$ cat config.mk
export PLATFORM = sky130hd
export DESIGN_NAME = contiguous_bitmap_region_allocator_unit
export DESIGN_NICKNAME = d
export VERILOG_FILES = /design/src/rtl/cbra_pkg.sv /design/src/rtl/contiguous_bitmap_region_allocator_unit.sv
export SDC_FILE = /design/constraint.sdc
export NUM_CORES = 1
export LEC_CHECK = 0
export ABC_AREA = 1
export BUFFER_PORTS_ARGS = -buffer_cell sky130_fd_sc_hd__buf_2
export CELL_PAD_IN_SITES_DETAIL_PLACEMENT = 0
export CELL_PAD_IN_SITES_GLOBAL_PLACEMENT = 1
export CORE_ASPECT_RATIO = 2
export CORE_MARGIN = 5
export CORE_UTILIZATION = 53
export DETAILED_ROUTE_END_ITERATION = 8
export PLACE_DENSITY_LB_ADDON = 0.15
export SETUP_SLACK_MARGIN = 0.4
export SYNTH_ARGS = -nofsm -noshare
export SYNTH_HDL_FRONTEND = slang
export SYNTH_SLANG_ARGS = --single-unit
$ cat constraint.sdc
create_clock -name aclk -period 6.7 [get_ports aclk]
set_input_delay 0 -clock aclk [delete_from_list [all_inputs] [get_ports aclk]]
set_output_delay 0 -clock aclk [all_outputs]
set_load 0.01 [all_outputs]
$ cat src/rtl/cbra_pkg.sv
package cbra_pkg;

    localparam int ENTRY_COUNT = 64;
    localparam int OWNER_COUNT = 8;

    localparam int IDX_W    = $clog2(ENTRY_COUNT);
    localparam int LEN_W    = $clog2(ENTRY_COUNT + 1);
    localparam int SPAN_W   = LEN_W + 1;
    localparam int OWN_W    = (OWNER_COUNT > 1) ? $clog2(OWNER_COUNT) : 1;
    localparam int DIM_W    = 4;
    localparam int PROD_W   = 2 * DIM_W;
    localparam int SLOT_W   = 3;
    localparam int START_W  = 6;
    localparam int STATUS_W = 2;

    typedef logic [IDX_W-1:0]       idx_t;
    typedef logic [LEN_W-1:0]       len_t;
    typedef logic [SPAN_W-1:0]      span_t;
    typedef logic [OWN_W-1:0]       own_t;
    typedef logic [PROD_W-1:0]      prod_t;
    typedef logic [SLOT_W-1:0]      slot_t;
    typedef logic [START_W-1:0]     start_t;
    typedef logic [ENTRY_COUNT-1:0] map_t;
    typedef logic [OWNER_COUNT-1:0] use_t;

    typedef enum logic {
        OP_ALLOC,
        OP_FREE
    } op_t;

    typedef enum logic [STATUS_W-1:0] {
        ST_OK,
        ST_NO_OWNER,
        ST_NO_ROOM,
        ST_NOT_USED
    } status_t;

    typedef enum logic [1:0] {
        S_IDLE,
        S_SEARCH,
        S_MARK,
        S_DONE
    } state_t;

endpackage

$ cat src/rtl/contiguous_bitmap_region_allocator_unit.sv
// First-fit allocator of contiguous runs in an ENTRY_COUNT-slot bitmap for a
// table of OWNER_COUNT owners. An allocate takes the lowest idle owner and the
// first free run of row_count*column_count slots; a free releases an owner's
// run. The bitmap sits in a rotating shift register read one bit per cycle at
// its low end and rewritten at its high end. An allocate that finds room takes
// one full rotation to search and one to mark; a free of an owner in use takes
// one rotation to clear its run. Requests rejected at once (no idle owner,
// zero or oversized length, idle owner freed) skip the bitmap, and a failed
// search takes one rotation. One request is worked at a time; the result
// register lets the next request start while a result waits to be taken.
module contiguous_bitmap_region_allocator_unit (
    input  logic                           aclk,
    input  logic                           aresetn,
    input  logic                           s_valid,
    output logic                           s_ready,
    input  logic                           s_operation,
    input  logic [cbra_pkg::DIM_W-1:0]     s_row_count,
    input  logic [cbra_pkg::DIM_W-1:0]     s_column_count,
    input  logic [cbra_pkg::SLOT_W-1:0]    s_owner_slot,
    output logic                           m_valid,
    input  logic                           m_ready,
    output logic [cbra_pkg::STATUS_W-1:0]  m_status,
    output logic [cbra_pkg::SLOT_W-1:0]    m_granted_owner,
    output logic [cbra_pkg::START_W-1:0]   m_start_index
);

    cbra_pkg::state_t  state_reg, state_next;
    cbra_pkg::map_t    map_reg, map_next;
    cbra_pkg::use_t    in_use_reg, in_use_next;
    cbra_pkg::idx_t    idx_reg, idx_next;
    cbra_pkg::len_t    run_reg, run_next;
    logic              found_reg, found_next;
    cbra_pkg::idx_t    pos_reg, pos_next;
    cbra_pkg::len_t    len_reg, len_next;
    cbra_pkg::own_t    own_reg, own_next;
    cbra_pkg::idx_t    mstart_reg, mstart_next;
    logic              mval_reg, mval_next;
    cbra_pkg::status_t res_status_reg, res_status_next;
    cbra_pkg::slot_t   res_owner_reg, res_owner_next;
    cbra_pkg::start_t  res_start_reg, res_start_next;
    logic              m_valid_reg, m_valid_next;
    cbra_pkg::status_t m_status_reg, m_status_next;
    cbra_pkg::slot_t   m_owner_reg, m_owner_next;
    cbra_pkg::start_t  m_start_reg, m_start_next;

    cbra_pkg::idx_t    owner_start_mem [cbra_pkg::OWNER_COUNT];
    cbra_pkg::len_t    owner_length_mem [cbra_pkg::OWNER_COUNT];
    logic              tbl_we;
    cbra_pkg::idx_t    rd_start_reg;
    cbra_pkg::len_t    rd_len_reg;

    cbra_pkg::own_t    idle_own;
    logic              idle_found;
    cbra_pkg::prod_t   req_len;
    logic              len_ok;
    cbra_pkg::own_t    slot_idx;
    logic              slot_ok;
    cbra_pkg::len_t    run_inc;
    logic              last_idx;
    cbra_pkg::idx_t    span_start;
    cbra_pkg::len_t    span_len;
    logic              in_span;
    logic              new_bit;

    always_comb begin
        idle_own   = '0;
        idle_found = 1'b0;
        for (int i = cbra_pkg::OWNER_COUNT - 1; i >= 0; i--) begin
            if (!in_use_reg[i]) begin
                idle_own   = cbra_pkg::own_t'(i);
                idle_found = 1'b1;
            end
        end
    end

    assign req_len  = cbra_pkg::prod_t'(s_row_count) * cbra_pkg::prod_t'(s_column_count);
    assign len_ok   = (req_len != '0) && (int'(req_len) <= cbra_pkg::ENTRY_COUNT);
    assign slot_idx = cbra_pkg::own_t'(s_owner_slot);
    assign slot_ok  = (int'(s_owner_slot) < cbra_pkg::OWNER_COUNT) && in_use_reg[slot_idx];
    assign run_inc  = run_reg + cbra_pkg::len_t'(1);
    assign last_idx = (idx_reg == cbra_pkg::idx_t'(cbra_pkg::ENTRY_COUNT - 1));
    assign span_start = mval_reg ? mstart_reg : rd_start_reg;
    assign span_len   = mval_reg ? len_reg : rd_len_reg;
    assign in_span  = (cbra_pkg::span_t'(idx_reg) >= cbra_pkg::span_t'(span_start))
                   && (cbra_pkg::span_t'(idx_reg) < cbra_pkg::span_t'(span_start)
                                                   + cbra_pkg::span_t'(span_len));
    assign new_bit  = in_span ? mval_reg : map_reg[0];

    always_comb begin
        state_next      = state_reg;
        map_next        = map_reg;
        in_use_next     = in_use_reg;
        idx_next        = idx_reg;
        run_next        = run_reg;
        found_next      = found_reg;
        pos_next        = pos_reg;
        len_next        = len_reg;
        own_next        = own_reg;
        mstart_next     = mstart_reg;
        mval_next       = mval_reg;
        res_status_next = res_status_reg;
        res_owner_next  = res_owner_reg;
        res_start_next  = res_start_reg;
        m_valid_next    = m_valid_reg;
        m_status_next   = m_status_reg;
        m_owner_next    = m_owner_reg;
        m_start_next    = m_start_reg;
        tbl_we          = 1'b0;

        if (m_valid_reg && m_ready) begin
            m_valid_next = 1'b0;
        end

        unique case (state_reg)
            cbra_pkg::S_IDLE: begin
                if (s_valid) begin
                    idx_next       = '0;
                    run_next       = '0;
                    found_next     = 1'b0;
                    res_start_next = '0;
                    if (cbra_pkg::op_t'(s_operation) == cbra_pkg::OP_ALLOC) begin
                        res_owner_next = '0;
                        if (!idle_found) begin
                            res_status_next = cbra_pkg::ST_NO_OWNER;
                            state_next      = cbra_pkg::S_DONE;
                        end else if (!len_ok) begin
                            res_status_next = cbra_pkg::ST_NO_ROOM;
                            state_next      = cbra_pkg::S_DONE;
                        end else begin
                            own_next   = idle_own;
                            len_next   = cbra_pkg::len_t'(req_len);
                            state_next = cbra_pkg::S_SEARCH;
                        end
                    end else begin
                        res_owner_next = s_owner_slot;
                        if (!slot_ok) begin
                            res_status_next = cbra_pkg::ST_NOT_USED;
                            state_next      = cbra_pkg::S_DONE;
                        end else begin
                            mval_next             = 1'b0;
                            in_use_next[slot_idx] = 1'b0;
                            res_status_next       = cbra_pkg::ST_OK;
                            state_next            = cbra_pkg::S_MARK;
                        end
                    end
                end
            end
            cbra_pkg::S_SEARCH: begin
                map_next = {map_reg[0], map_reg[cbra_pkg::ENTRY_COUNT-1:1]};
                idx_next = idx_reg + cbra_pkg::idx_t'(1);
                if (!found_reg) begin
                    if (!map_reg[0]) begin
                        run_next = run_inc;
                        if (run_inc >= len_reg) begin
                            found_next = 1'b1;
                            pos_next   = cbra_pkg::idx_t'(cbra_pkg::len_t'(idx_reg)
                                         + cbra_pkg::len_t'(1) - len_reg);
                        end
                    end else begin
                        run_next = '0;
                    end
                end
                if (last_idx) begin
                    idx_next = '0;
                    if (found_next) begin
                        mstart_next          = pos_next;
                        mval_next            = 1'b1;
                        tbl_we               = 1'b1;
                        in_use_next[own_reg] = 1'b1;
                        res_status_next      = cbra_pkg::ST_OK;
                        res_owner_next       = cbra_pkg::slot_t'(own_reg);
                        res_start_next       = cbra_pkg::start_t'(pos_next);
                        state_next           = cbra_pkg::S_MARK;
                    end else begin
                        res_status_next = cbra_pkg::ST_NO_ROOM;
                        res_owner_next  = '0;
                        state_next      = cbra_pkg::S_DONE;
                    end
                end
            end
            cbra_pkg::S_MARK: begin
                map_next = {new_bit, map_reg[cbra_pkg::ENTRY_COUNT-1:1]};
                idx_next = idx_reg + cbra_pkg::idx_t'(1);
                if (last_idx) begin
                    idx_next = '0;
                    if (!mval_reg) begin
                        res_start_next = cbra_pkg::start_t'(rd_start_reg);
                    end
                    state_next = cbra_pkg::S_DONE;
                end
            end
            cbra_pkg::S_DONE: begin
                if (!m_valid_reg || m_ready) begin
                    m_valid_next  = 1'b1;
                    m_status_next = res_status_reg;
                    m_owner_next  = res_owner_reg;
                    m_start_next  = res_start_reg;
                    state_next    = cbra_pkg::S_IDLE;
                end
            end
            default: begin
                state_next = cbra_pkg::S_IDLE;
            end
        endcase
    end

    always_ff @(posedge aclk) begin
        if (!aresetn) begin
            state_reg   <= cbra_pkg::S_IDLE;
            map_reg     <= '0;
            in_use_reg  <= '0;
            idx_reg     <= '0;
            run_reg     <= '0;
            found_reg   <= 1'b0;
            m_valid_reg <= 1'b0;
        end else begin
            state_reg   <= state_next;
            map_reg     <= map_next;
            in_use_reg  <= in_use_next;
            idx_reg     <= idx_next;
            run_reg     <= run_next;
            found_reg   <= found_next;
            m_valid_reg <= m_valid_next;
        end
    end

    always_ff @(posedge aclk) begin
        pos_reg        <= pos_next;
        len_reg        <= len_next;
        own_reg        <= own_next;
        mstart_reg     <= mstart_next;
        mval_reg       <= mval_next;
        res_status_reg <= res_status_next;
        res_owner_reg  <= res_owner_next;
        res_start_reg  <= res_start_next;
        m_status_reg   <= m_status_next;
        m_owner_reg    <= m_owner_next;
        m_start_reg    <= m_start_next;
    end

    always_ff @(posedge aclk) begin
        if (tbl_we) begin
            owner_start_mem[own_reg]  <= pos_next;
            owner_length_mem[own_reg] <= len_reg;
        end
        if (state_reg == cbra_pkg::S_IDLE) begin
            rd_start_reg <= owner_start_mem[slot_idx];
            rd_len_reg   <= owner_length_mem[slot_idx];
        end
    end

    assign s_ready         = (state_reg == cbra_pkg::S_IDLE);
    assign m_valid         = m_valid_reg;
    assign m_status        = m_status_reg;
    assign m_granted_owner = m_owner_reg;
    assign m_start_index   = m_start_reg;

endmodule

# Yosys cells after proc, flatten, opt, wreduce, memory -nomap -nowiden
# Memories as Yosys holds them, arrays and structs flattened. A register that Yosys moved wholly into a read port is not among the register bits.
# Cells that the tools add are included.
# W data, S select, Z words.
op_classes:
  n_eq_ne: 14
  n_mul: 1
  mux: 90
  bitwise: 4
  order_cmp: 8
  n_addsub: 5
  n_reduce_logical: 27
op_table:
  columns: ["operator", "n"]
  rows:
  - ["$pmux W64 S2", 1]
  - ["$mux W6", 11]
  - ["$mux W8", 5]
  - ["$mux W1", 33]
  - ["$mux W2", 16]
  - ["$mux W7", 4]
  - ["$mux W3", 8]
  - ["$pmux W6 S3", 1]
  - ["$pmux W8 S2", 1]
  - ["$ne A2 B2 Y1 const B", 7]
  - ["$pmux W7 S2", 1]
  - ["$add A6 B1 Y6 const B", 2]
  - ["$pmux W6 S2", 1]
  - ["$reduce_and A4 Y1", 3]
  - ["$reduce_and A6 Y1", 2]
  - ["$reduce_and A3 Y1", 3]
  - ["$add A6 B7 Y8", 1]
  - ["$and A8 B8 Y8", 1]
  - ["$le A8 B7 Y1 const B", 1]
  - ["$lt A3 B4 Y1 const B", 2]
  - ["$lt A6 B8 Y1", 1]
  - ["$mul A4 B4 Y8", 1]
  - ["$not A8 Y8", 1]
  - ["$or A8 B8 Y8", 1]
  - ["27 further kinds", 41]
word_totals:
  word_cells: 171
  inputBits: 16
  ramBits: 104
  ff_bits: 134
  memories: 2
memory_table:
  columns: ["name", "words", "width", "read_ports", "rd_clocked_by_memory_dff", "write_ports", "line_no", "rtl"]
  rows:
  - ["owner_length_mem", 8, 7, 1, 1, 1, "contiguous_bitmap_region_allocator_unit.sv:47", "cbra_pkg::len_t owner_length_mem [cbra_pkg::OWNER_COUNT];"]
  - ["owner_start_mem", 8, 6, 1, 1, 1, "contiguous_bitmap_region_allocator_unit.sv:46", "cbra_pkg::idx_t owner_start_mem [cbra_pkg::OWNER_COUNT];"]

# Logic depth before layout (Yosys ltp)
logic_depth:
  word_depth: 12
  depth_mapped: 24

# Least setup slack after synthesis
# Ideal clock, no wire load.
synth_timing:
  kind: "input port to flip-flop"
  startpoint: "in s_row_count[0] (netlist bit)"
  endpoint: "reg len_reg[0] (enable)"
  setup_ns: 0.376
  arrival_ns: 2.807
  setup_slack_ns: 3.517
  required_time_ns: 6.324
  stages: 14
  cell_sequence: "nand2_1 -> fa_1 -> inv_1 -> fa_1 -> inv_1 -> fa_1 -> inv_1 -> nor3_1 -> nand2_1 -> nor2_1 -> nand2_1 -> xor2_1 -> nand3_1 -> nor2_1"
synth_via:
  elab_chain_cells: 4
  elab_cells_between_ends: 5
  classes_between: "1 x mul; 1 x order compare; 3 x reduce/logical"
synth_rtl:
  columns: ["item", "line_no", "rtl"]
  rows:
  - ["start: declaration", "contiguous_bitmap_region_allocator_unit.sv:17", "input logic [cbra_pkg::DIM_W-1:0] s_row_count,"]
  - ["$mul A4 B4 Y8 (*)", "contiguous_bitmap_region_allocator_unit.sv:76", "assign req_len = cbra_pkg::prod_t'(s_row_count) * cbra_pkg::prod_t'(s_column_count);"]
  - ["named net req_len[3]", "contiguous_bitmap_region_allocator_unit.sv:54", "cbra_pkg::prod_t req_len;"]
  - ["$le A8 B7 Y1 or $reduce_bool A8 Y1 (tied branches)", "contiguous_bitmap_region_allocator_unit.sv:77", "assign len_ok = (req_len != '0) && (int'(req_len) <= cbra_pkg::ENTRY_COUNT);"]
  - ["$logic_and A1 B1 Y1 (*)", "contiguous_bitmap_region_allocator_unit.sv:77", null]
  - ["$reduce_and A5 Y1 (no line) (*)", null, null]
  - ["end signal: assignment", "contiguous_bitmap_region_allocator_unit.sv:229", "len_reg <= len_next;"]
  - ["end: declaration", "contiguous_bitmap_region_allocator_unit.sv:34", "cbra_pkg::len_t len_reg, len_next;"]
# The timed path passes the listed nets; every way through them passes the cells marked *.
# A chain may end at the register's enable or synchronous reset.

# Final worst setup path
layout_timing:
  startpoint: "in s_row_count[0] (netlist bit)"
  endpoint: "reg len_reg[1] (enable)"
# The elaborated chain is that of the path after synthesis.

==> impl_metrics.env <==
export IMPL_status="completed"
export IMPL_tightest_slew_ns=1.17
export IMPL_layout_cells_non_filler=1430
export IMPL_syn_avg_cell_area_um2=10.0
export IMPL_dp_hpwl_um=17800
export IMPL_path_clk_slew_ns=0.06
export IMPL_swShare_pct=34.2
export IMPL_wire_per_inst_um=17.7
export IMPL_syn_cell_area_mm2=0.0112
export IMPL_wl_met3_um=682
export IMPL_drtAntennaViolNets=0
export IMPL_met2WireLength_um=13700
export IMPL_wirelength_um=25300
export IMPL_die_width_um=113
export IMPL_synth_ff_type="edfxtp_1"
export IMPL_period_needed_ns=3.69
export IMPL_dp_cells=1379
export IMPL_grt_pass1_vias=7614
export IMPL_clock_path_buffers=3
export IMPL_slew_headroom_pct=21.8
export IMPL_tns_ns=0
export IMPL_powerDensity_mw_per_mm2=375
export IMPL_required_ns=6.83
export IMPL_rsz0062_at_grt="false"
export IMPL_grt_max_degree=74
export IMPL_fin_nets=1218
export IMPL_worstSkewPairLatency_ns=0.52
export IMPL_vias=7792
export IMPL_finalHoldViolCount=0
export IMPL_cts_sinks=251
export IMPL_ios=29
export IMPL_endpoint_kind="register"
export IMPL_p_seq_share_pct=44.8
export IMPL_core_area_mm2=0.0208
export IMPL_drive_above_1_share_pct=8.79
export IMPL_portBuffers=28
export IMPL_finalCritPeriodShare_pct=55.1
export IMPL_grt_overflow=0
export IMPL_cts_tree="done"
export IMPL_antennaDiodeCount=0
export IMPL_drt_iter0_drc=507
export IMPL_start_util_pct=53.5
export IMPL_p_clk_share_pct=26.9
export IMPL_cts_buffers_inserted=23
export IMPL_grt_pass1_wl_um=40300
export IMPL_power_mw=4.65
export IMPL_highest_layer="met4"
export IMPL_met1_length_um=9870
export IMPL_ys_warn_count=0
export IMPL_async_reset_ff_share_pct=0
export IMPL_first_pass_iters=5
export IMPL_gp_congestion=0.916
export IMPL_worstHoldPathType="primary input to register"
export IMPL_fmax_mhz=271
export IMPL_power_net_switching_mw=1.59
export IMPL_pre_cts_ws_ns=2.96
export IMPL_area_growth_pct=11.1
export IMPL_grt_total_usage_pct=20.9
export IMPL_largest_reg_flops=64
export IMPL_crit_fanout=10
export IMPL_root_buffer="clkbuf_16"
export IMPL_ctsResizeCount=0
export IMPL_via_per_inst=5.45
export IMPL_die_y_um=215
export IMPL_vdd_ir_drop_max_v=0.000322
export IMPL_synth_cells=1111
export IMPL_h_tree_depth=1
export IMPL_pwr_share_comb_pct=28.3
export IMPL_worst_slack_ns=3.01
export IMPL_yosysSeqAreaShare_pct=59.0
export IMPL_synth_distinct_cells=42
export IMPL_synth_edff_count=156
export IMPL_crit_arrival_ns=3.82
export IMPL_antenna_found_initial=0
export IMPL_nFillCells=1833
export IMPL_rows=75
export IMPL_synthesis_nets=1184
export IMPL_max_cap_violations=0
export IMPL_path_class="primary input to register"
export IMPL_crit_path_start_kind="primary input"
export IMPL_leakage_nw=5.05
export IMPL_finalClockSkew_ns=0.0161
export IMPL_dieArea_mm2=0.0242
export IMPL_maxSlewViolCount=0
export IMPL_ys_seq_elements=251
export IMPL_drc=0
export IMPL_setup_violations=0
export IMPL_internal_power_mw=3.06
-- stage by stage --
stage	hold WS (ns)	util, %	instance area (um2)
4_1_cts	0.0868	59.5	12400
6_report	0.112	59.5	12400
5_1_grt	0.158	59.5	12400
2_1_floorplan	0.187	-	11200
3_5_place_dp	0.307	55.5	11600
3_3_place_gp	0.303	55.5	11600
-- logic make-up (layout without fill, tap and decap cells) --
kind of cell | Yosys count | in the layout | synth area share, %
simple gates | 398 | 398 | 15.2
compound gates | 225 | 225 | 12.0
xor+xnor | 19 | 19 | 1.49
flops | 251 | 251 | 59.0
buf+inv | 161 | 211 | 5.46
fa+ha+maj | 57 | 57 | 6.80
-- critical path: stages --
cell and delay (ns):
dlygate4sd3_1 0.52, buf_2 0.12, nand2_1 0.08, fa_1 0.53
inv_1 0.05, fa_1 0.56, inv_1 0.06, fa_1 0.45
o21ai_0 0.21, xor2_1 0.25, xor2_1 0.16, nand3_1 0.11
nor2_1 0.70
-- cell usage in the layout, fill, tap and decap left out, drive strengths merged, types with 27 or more instances in the layout --
cell    count
edfxtp    156
buf        41
nor2      154
a21oi      54
clkbuf     27
inv       120
nand2     158
nand3      43
o21ai     103
dfxtp      95
ha         51
-- path summary, 6_finish.rpt --
kind | start | endpoint | slack [ns] | cells past startpoint
min | aresetn | idx_reg[3] | 0.11 | 4
max | s_row_count[0] | len_reg[1] | 3.01 | 13
min reg2reg | res_start_reg[0] | m_start_index[0] | 0.42 | 0
max reg2reg | run_reg[0] | owner_start_mem[1][3] | 3.05 | 12
-- cell usage after synthesis, types with 2 or more instances --
master	n	area share (%)
or2_2	5	0.28
edfxtp_1	156	42
xor2_1	10	0.79
inv_1	115	3.9
fa_1	6	1.1
ha_1	51	5.7
nand3b_1	2	0.13
o31ai_1	4	0.27
o21a_1	7	0.47
clkbuf_1	38	1.3
xnor2_1	9	0.71
nand2_2	2	0.11
nor3_1	11	0.49
dfxtp_1	95	17
nor3_2	2	0.18
a221oi_1	13	1.0
nor2_1	153	5.1
o21ai_0	100	4.5
o21ai_1	2	0.090
a22o_1	9	0.71
o22ai_1	6	0.34
a22oi_1	17	1.1
nand2_1	153	5.1
buf_2	4	0.18
a21oi_1	53	2.4
nand2_4	3	0.30
nand3_2	2	0.18
nand4_1	19	1.1
nor4_1	2	0.11
inv_2	3	0.10
o211ai_1	7	0.47
a211oi_1	2	0.13
nand3_1	41	1.8
-- area by class of cell --
type,instances,area (um2),area share (%)
Clock buffer,27,633,5.11
Sequential cell,251,6590,53.2
Multi-Input combinational cell,699,3960,32.0
Inverter,119,447,3.61
Clock inverter,14,90.1,0.727
Tap cell,269,337,2.72
Timing Repair Buffer,51,338,2.73
-- power by group through the flow --
stage	Sequential, mW	Combinational [mW]	Clock [mW]
finish	2.08	1.32	1.25
global route	2.11	1.52	1.34
CTS	2.08	1.34	1.28
detailed placement	2.12	1.33	0
global placement	2.11	1.31	0
floorplan	2.07	0.991	0
-- per-layer routing --
layer	global-route usage, %	up-vias
met5	0	-
met4	8.62	0
met3	1.97	49
li1	-	3887
met1	23.4	3715
met2	39.5	141
-- timing repair --
item	in CTS	in global routing
buffers inserted	0	0
hold endpoints to repair	10	0
hold buffers	10	0
Power figures use the tool's default switching activity.
